## src/rtl/assert_macros.svh

```systemverilog
// Assertion macros for the rasterizer RTL.
// No dependencies; included by files that carry concurrent assertions.
`ifndef ASSERT_MACROS_SVH
`define ASSERT_MACROS_SVH

// Check that an expression holds at every clock edge out of reset.
`define ASSERT_ALWAYS(lbl, expr, msg) \
  lbl: assert property (@(posedge clk) disable iff (!rst_n) (expr)) else $error(msg);

// Check that a condition implies a consequence in the same cycle.
`define ASSERT_IMPLIES(lbl, ante, cons, msg) \
  lbl: assert property (@(posedge clk) disable iff (!rst_n) (ante) |-> (cons)) \
    else $error(msg);

`endif

```

## src/rtl/lr_pkg.sv

```systemverilog
// Shared types, widths and helpers for the line rasterizer.
// No dependencies; imported by lr_setup and line_rasterizer.
package lr_pkg;

  localparam int COORD_W     = 10;
  localparam int ERR_W       = 12;
  localparam int COLOR_W     = 3;
  localparam int CANVAS_SIZE = 1024;

  typedef logic [COORD_W-1:0] coord_t;
  typedef logic [COLOR_W-1:0] color_t;
  typedef logic signed [ERR_W-1:0] err_t;

  // Request codes on the action field
  typedef enum logic [0:0] {
    ACT_LOAD = 1'b0,
    ACT_STEP = 1'b1
  } action_t;

  // Line setup handed from the setup logic to the step state
  typedef struct packed {
    coord_t cursor_x;
    coord_t cursor_y;
    err_t   error_term;
    coord_t major_delta;
    coord_t minor_delta;
    logic   x_is_major;
    logic   minor_step_down;
    logic   line_busy;
  } setup_t;

  // Inside the clip window on one axis: nonzero and below CANVAS_SIZE
  function automatic logic inside_canvas(input coord_t v);
    return (v != '0) && (int'(v) < CANVAS_SIZE);
  endfunction

endpackage

```

## src/rtl/line_rasterizer.sv

```systemverilog
// Channel  | Direction | Handshake          | Payload
// in_      | request   | in_valid/in_stall  | action, endpoints, line_color
// out_     | pixel     | out_valid/out_stall| pixel_x/y, color, on_canvas, last
//
// One request is taken every cycle unless out_stall holds a pixel on out_; a step request's
// pixel reaches out_ through the input register, then the result register.
// A load request gives no pixel; a step with no line in progress is dropped.
// Rate is set by the single step update (error subtract, add and compare) per cycle.
// Synchronous active-low reset clears control and line state.
// out_stall holds the result register and, through it, the input register.
// Depends on lr_pkg, lr_setup and assert_macros.svh.
`include "assert_macros.svh"

module line_rasterizer import lr_pkg::*; (
  input  logic   clk,
  input  logic   rst_n,
  input  logic   in_valid,
  output logic   in_stall,
  input  logic   in_action,
  input  coord_t in_start_x,
  input  coord_t in_start_y,
  input  coord_t in_end_x,
  input  coord_t in_end_y,
  input  color_t in_line_color,
  output logic   out_valid,
  input  logic   out_stall,
  output coord_t out_pixel_x,
  output coord_t out_pixel_y,
  output color_t out_pixel_color,
  output logic   out_on_canvas,
  output logic   out_last_pixel
);

  // Input register
  logic   in_valid_r;
  logic   in_action_r;
  coord_t in_start_x_r, in_start_y_r, in_end_x_r, in_end_y_r;
  color_t in_color_r;

  // Line state
  logic   line_busy_r, line_busy_nxt;
  coord_t cursor_x_r, cursor_x_nxt, cursor_y_r, cursor_y_nxt;
  err_t   error_term_r, error_term_nxt;
  coord_t major_delta_r, major_delta_nxt, minor_delta_r, minor_delta_nxt;
  coord_t pixels_left_r, pixels_left_nxt;
  logic   x_is_major_r, x_is_major_nxt, minor_step_down_r, minor_step_down_nxt;
  color_t held_color_r, held_color_nxt;

  // Result register
  logic   out_valid_r, out_valid_nxt;
  coord_t out_x_r, out_y_r;
  color_t out_color_r;
  logic   out_canvas_r, out_last_r;

  logic   advance, do_load, do_step;
  setup_t setup;
  logic signed [ERR_W:0] err_acc;
  coord_t minor_cur, minor_moved;
  logic   err_in_range;

  // Pipeline control
  assign advance  = in_valid_r && (!out_valid_r || !out_stall);
  assign in_stall = in_valid_r && !advance;
  assign do_load  = advance && (in_action_r == ACT_LOAD);
  assign do_step  = advance && (in_action_r == ACT_STEP) && line_busy_r;

  // Hold incoming request
  always_ff @(posedge clk) begin
    if (!rst_n) begin
      in_valid_r <= 1'b0;
    end else if (!in_stall) begin
      in_valid_r <= in_valid;
    end
  end

  always_ff @(posedge clk) begin
    if (in_valid && !in_stall) begin
      in_action_r  <= in_action;
      in_start_x_r <= in_start_x;
      in_start_y_r <= in_start_y;
      in_end_x_r   <= in_end_x;
      in_end_y_r   <= in_end_y;
      in_color_r   <= in_line_color;
    end
  end

  lr_setup u_setup (
    .start_x (in_start_x_r),
    .start_y (in_start_y_r),
    .end_x   (in_end_x_r),
    .end_y   (in_end_y_r),
    .setup   (setup)
  );

  // Error update and minor-axis move for one pixel
  always_comb begin
    err_acc = {error_term_r[ERR_W-1], error_term_r};
    if (error_term_r > 0) begin
      err_acc = err_acc - $signed({2'b00, major_delta_r, 1'b0});
    end
    err_acc     = err_acc + $signed({2'b00, minor_delta_r, 1'b0});
    minor_cur   = x_is_major_r ? cursor_y_r : cursor_x_r;
    minor_moved = minor_step_down_r ? minor_cur - 1'b1 : minor_cur + 1'b1;
  end

  // Next line state
  always_comb begin
    line_busy_nxt       = line_busy_r;
    cursor_x_nxt        = cursor_x_r;
    cursor_y_nxt        = cursor_y_r;
    error_term_nxt      = error_term_r;
    major_delta_nxt     = major_delta_r;
    minor_delta_nxt     = minor_delta_r;
    pixels_left_nxt     = pixels_left_r;
    x_is_major_nxt      = x_is_major_r;
    minor_step_down_nxt = minor_step_down_r;
    held_color_nxt      = held_color_r;
    if (do_load) begin
      line_busy_nxt       = setup.line_busy;
      cursor_x_nxt        = setup.cursor_x;
      cursor_y_nxt        = setup.cursor_y;
      error_term_nxt      = setup.error_term;
      major_delta_nxt     = setup.major_delta;
      minor_delta_nxt     = setup.minor_delta;
      pixels_left_nxt     = setup.major_delta;
      x_is_major_nxt      = setup.x_is_major;
      minor_step_down_nxt = setup.minor_step_down;
      held_color_nxt      = in_color_r;
    end else if (do_step) begin
      error_term_nxt  = err_acc[ERR_W-1:0];
      pixels_left_nxt = pixels_left_r - 1'b1;
      line_busy_nxt   = (pixels_left_r != COORD_W'(1));
      if (x_is_major_r) begin
        cursor_x_nxt = cursor_x_r + 1'b1;
        if (error_term_r > 0) cursor_y_nxt = minor_moved;
      end else begin
        cursor_y_nxt = cursor_y_r + 1'b1;
        if (error_term_r > 0) cursor_x_nxt = minor_moved;
      end
    end
  end

  always_ff @(posedge clk) begin
    if (!rst_n) begin
      line_busy_r       <= 1'b0;
      cursor_x_r        <= '0;
      cursor_y_r        <= '0;
      error_term_r      <= '0;
      major_delta_r     <= '0;
      minor_delta_r     <= '0;
      pixels_left_r     <= '0;
      x_is_major_r      <= 1'b0;
      minor_step_down_r <= 1'b0;
      held_color_r      <= '0;
    end else begin
      line_busy_r       <= line_busy_nxt;
      cursor_x_r        <= cursor_x_nxt;
      cursor_y_r        <= cursor_y_nxt;
      error_term_r      <= error_term_nxt;
      major_delta_r     <= major_delta_nxt;
      minor_delta_r     <= minor_delta_nxt;
      pixels_left_r     <= pixels_left_nxt;
      x_is_major_r      <= x_is_major_nxt;
      minor_step_down_r <= minor_step_down_nxt;
      held_color_r      <= held_color_nxt;
    end
  end

  // Result register: load on a step, drop once taken
  assign out_valid_nxt = advance ? do_step : (out_valid_r && out_stall);

  always_ff @(posedge clk) begin
    if (!rst_n) begin
      out_valid_r <= 1'b0;
    end else begin
      out_valid_r <= out_valid_nxt;
    end
  end

  always_ff @(posedge clk) begin
    if (do_step) begin
      out_x_r      <= cursor_x_r;
      out_y_r      <= cursor_y_r;
      out_color_r  <= held_color_r;
      out_canvas_r <= inside_canvas(cursor_x_r) && inside_canvas(cursor_y_r);
      out_last_r   <= (pixels_left_r == COORD_W'(1));
    end
  end

  assign out_valid       = out_valid_r;
  assign out_pixel_x     = out_x_r;
  assign out_pixel_y     = out_y_r;
  assign out_pixel_color = out_color_r;
  assign out_on_canvas   = out_canvas_r;
  assign out_last_pixel  = out_last_r;

  // Flag the error term inside its expected band
  assign err_in_range = (error_term_r >= -12'sd2046) && (error_term_r <= 12'sd2046);

  // Busy flag tracks the remaining pixel count
  `ASSERT_ALWAYS(a_busy_count, line_busy_r == (pixels_left_r != '0), "busy/count mismatch")
  // A stalled result blocks the input stage
  `ASSERT_IMPLIES(a_stall_hold, out_valid_r && out_stall, !advance, "advance under stall")
  // Error term stays within its documented range
  `ASSERT_ALWAYS(a_err_range, err_in_range, "error out of range")

endmodule

```

## src/rtl/lr_setup.sv

```systemverilog
// Line setup: axis choice, endpoint ordering and initial error term.
// Depends on lr_pkg.
module lr_setup import lr_pkg::*; (
  input  coord_t start_x,
  input  coord_t start_y,
  input  coord_t end_x,
  input  coord_t end_y,
  output setup_t setup
);

  logic signed [COORD_W:0] dx, dy, maj_raw, mnr_raw;
  logic [COORD_W:0]        adx_w, ady_w;
  coord_t                  adx, ady, maj, mnr;
  logic                    x_major, swap;

  // Signed deltas and their magnitudes
  always_comb begin
    dx    = $signed({1'b0, end_x}) - $signed({1'b0, start_x});
    dy    = $signed({1'b0, end_y}) - $signed({1'b0, start_y});
    adx_w = dx[COORD_W] ? (COORD_W+1)'(-dx) : (COORD_W+1)'(dx);
    ady_w = dy[COORD_W] ? (COORD_W+1)'(-dy) : (COORD_W+1)'(dy);
    adx   = adx_w[COORD_W-1:0];
    ady   = ady_w[COORD_W-1:0];
  end

  // Pick the major axis, ties go to x; swap so the major coordinate increases
  always_comb begin
    x_major = (adx >= ady);
    maj_raw = x_major ? dx : dy;
    mnr_raw = x_major ? dy : dx;
    swap    = maj_raw[COORD_W];
    maj     = x_major ? adx : ady;
    mnr     = x_major ? ady : adx;
  end

  // Build the initial state of the line
  always_comb begin
    setup.cursor_x        = swap ? end_x : start_x;
    setup.cursor_y        = swap ? end_y : start_y;
    setup.major_delta     = maj;
    setup.minor_delta     = mnr;
    setup.x_is_major      = x_major;
    setup.minor_step_down = (mnr_raw != '0) && (mnr_raw[COORD_W] ^ swap);
    setup.error_term      = $signed({1'b0, mnr, 1'b0}) - $signed({2'b00, maj});
    setup.line_busy       = (maj != '0);
  end

endmodule

```

## config.mk

```make
export PLATFORM = sky130hd
export DESIGN_NAME = line_rasterizer
export DESIGN_NICKNAME = d
export VERILOG_FILES = /design/src/rtl/lr_pkg.sv /design/src/rtl/line_rasterizer.sv /design/src/rtl/lr_setup.sv
export VERILOG_INCLUDE_DIRS = /design/src /design/src/rtl
export SDC_FILE = /design/constraint.sdc
export NUM_CORES = 1
export LEC_CHECK = 0
export BUFFER_PORTS_ARGS = -buffer_cell sky130_fd_sc_hd__buf_2
export CAP_MARGIN = 30
export CORE_MARGIN = 3
export CORE_UTILIZATION = 28
export CTS_BUF_LIST = sky130_fd_sc_hd__clkbuf_4
export DETAILED_ROUTE_END_ITERATION = 16
export PLACE_DENSITY = 0.51
export SYNTH_ARGS = -nofsm -noshare
export SYNTH_HDL_FRONTEND = slang
export SYNTH_SLANG_ARGS = --single-unit
```

## constraint.sdc

```tcl
create_clock -name clk -period 8 [get_ports clk]
set_clock_uncertainty 0.2 [all_clocks]
set_input_delay 1.2 -clock clk [delete_from_list [all_inputs] [get_ports clk]]
set_output_delay 1.2 -clock clk [all_outputs]
set_load 0.005 [all_outputs]
```

==> results.cfg <==
[run_status]
status = finished, final reports clean

[timing]
period_share = 0.899
hold_viol_final = 0
rsz0062_at_grt = false
maxClockFrequency_mhz = 139
min_period_ps = 7200
fin_tns_setup_ps = 0
setup_violations = 0
relSlewSlack = 0.358
finalMaxSlewViolations = 0
worst_pin_slew_ps = 957

[setup_path]
critPathBufInv = 3
reg2reg_depth = 32
arrival_ps = 7410
r2r_end = error_term_r[10]
r2r_start = in_end_y_r[0]
endpoint_kind = flip-flop
max_stage_delay_ps = 420
ff2ff_setup_slack_ps = 800
path_delay_family = compound AO/OA/AOI/OAI gates
critical_path_class = reg2reg
crit_required_ps = 8220
cpMostUsedCell = a21o_1
setup.worst_path.start_class = flip-flop
cp_max_fo = 18
slowest_stage = fa_1

[cts]
cts.path.max_buffers = 2
tritoncts = done
path_clk_slew_ps = 140
cts-root-buf = clkbuf_4
clock_sinks = 139
clkLatencyLatePin_ps = 560
hold_buffers = 0
numCtsBuffers = 17
htreeDepth = 4

[routing]
ant_nets = 0
vias = 7634
drt-wirelength-per-cell_um = 16.0
routed_via_density = 4.92
wl_um = 24800
drt_pass1_iterations = 4
route.detailed.drc = 0
drt_iter0_markers = 484

[floorplanning]
core.rowCount = 65
die_h_um = 188
coreArea_um2 = 32000
initial_core_util = 0.289
dieArea_um2 = 35300
ios = 75
die_w_um = 188

[cells_and_area]
final_cells = 1552
largest_reg_flops = 12
mostFrequentLayoutCell = nand2_1
fin_nets = 1230
largest_register = error_term_r
drive_gt1_frac = 0.130
most-common-layout-cells = nand2_1, a21oi_1, ha_1, buf_2, inv_1
final_area_um2 = 10400
synthToLayoutAreaGrowth_pct = 12.9

[power]
p_int_uw = 1950
p_leak_uw = 0.00418
p_sw_uw = 1680
vdd_drop_max_v = 0.000154
p_comb_frac = 0.615
clkPwrFrac = 0.141
swShare = 0.463
powerDensity_nw_per_um2 = 347
total_power_uw = 3620
pwr-share-seq = 0.244

[min_path]
hp-class = reg2reg
hold_depth = 0
hold_start = held_color_r[2]
hold_end = out_pixel_color[2]

[global_route]
grt_pass1_vias = 7547
grt_remaining_overflow = 0
grt_usage = 0.143
grt_pass1_wl_um = 40600
grt_start_max_net_pins = 60
antenna_found_initial = 3

[placement]
io_buffers = 74
dp_cells = 1513
dpl.hpwl_um = 18700
gp_congestion = 0.871
placed_area_um2 = 10100

[synthesis]
synthFlopType = dfxtp_1
syn_nets = 1167
yosysSeqAreaShare = 0.375
synth.distinct_cells = 79
synth_area_um2 = 9260
async_flop_share = 0
yosysTopAreaCell = edfxtp_1
synth_warnings = 0
synth_edf_count = 69
netlist_instances = 1039
synth.area.top_cells = edfxtp_1, dfxtp_1, ha_1
syn_avg_cell_area_um2 = 8.91
synth_top_area_share = 0.224
ys_seq_elements = 139

[run]
maxCapViolCount = 0
==> through the flow <==
step	utilization	setup WS (ps)	hold WS [ps]
2_1_floorplan	-	1390	206
3_3_place_gp	0.315	846	224
3_5_place_dp	0.315	725	220
4_1_cts	0.324	660	254
5_1_grt	0.326	164	267
6_report	0.326	804	249
==> cells in the mapped netlist (all sizes together) (22+ instances only) <==
library cell and number:
edfxtp 69, a211oi 37, a21oi 107, dfxtp 70
nand3 22, inv 73, o21ai 51, ha 74
nand2 111, xnor2 39, clkbuf 36, nor2 67
==> cells by family after synthesis <==
kind of cell               count (synthesis)  synth area share
xor gates and xnor gates                  58            0.0549
DFF                                      139             0.375
adders and majority gates                 80             0.113
buffers and inverters                    120            0.0506
muxes                                     26            0.0292
and+or+nand+nor                          301             0.155
AOI/OAI and AO/OA                        315             0.222
==> how the worst max path moves through the flow <==
stage / startpoint / slack (ps) / cells after the start / endpoint
floorplan: in_end_x_r[0] / 1390 / 34 / error_term_r[10]
global placement: in_end_y_r[0] / 850 / 33 / error_term_r[10]
detailed placement: in_end_y_r[0] / 730 / 32 / error_term_r[9]
CTS: in_end_y_r[0] / 660 / 32 / error_term_r[9]
global route: in_end_y_r[0] / 160 / 32 / error_term_r[10]
finish: in_end_y_r[0] / 800 / 32 / error_term_r[10]
==> per-layer routing <==
metal / GRT usage / part of all wire / routed length (um) / vias to the layer above
met3: 0.0249 / 0.040 / 981 / 21
met5: 0 / 0 / 0 / -
li1: - / - / - / 3901
met1: 0.205 / 0.51 / 12600 / 3555
met2: 0.223 / 0.44 / 11000 / 157
met4: 0.0369 / 0.012 / 296 / 0
==> area by class of cell <==
cell class / count / area (um^2)
diodes: 2 / 5.00
clock buffers: 19 / 143
clock inverters: 13 / 163
fillers: 3408 / 21600
inverters: 74 / 278
multi-input cells: 780 / 5350
flip-flops and latches: 139 / 3470
well taps: 435 / 544
repair buffers: 90 / 490
==> timing repair <==
action                                  4_1_cts  5_1_grt
setup buffers                                 0        5
gates resized for setup                       0        1
endpoints found under the setup margin        0        6
hold endpoints to repair                      0        0
==> power by group through the flow <==
stage               Combinational [uW]  Sequential, uW  Clock (uW)
finish                            2230             883         511
global route                      2480             895         560
CTS                               2170             884         528
detailed placement                2160             901           0
global placement                  2150             900           0
floorplan                         1710             871           0
Power figures use the tool's default switching activity.
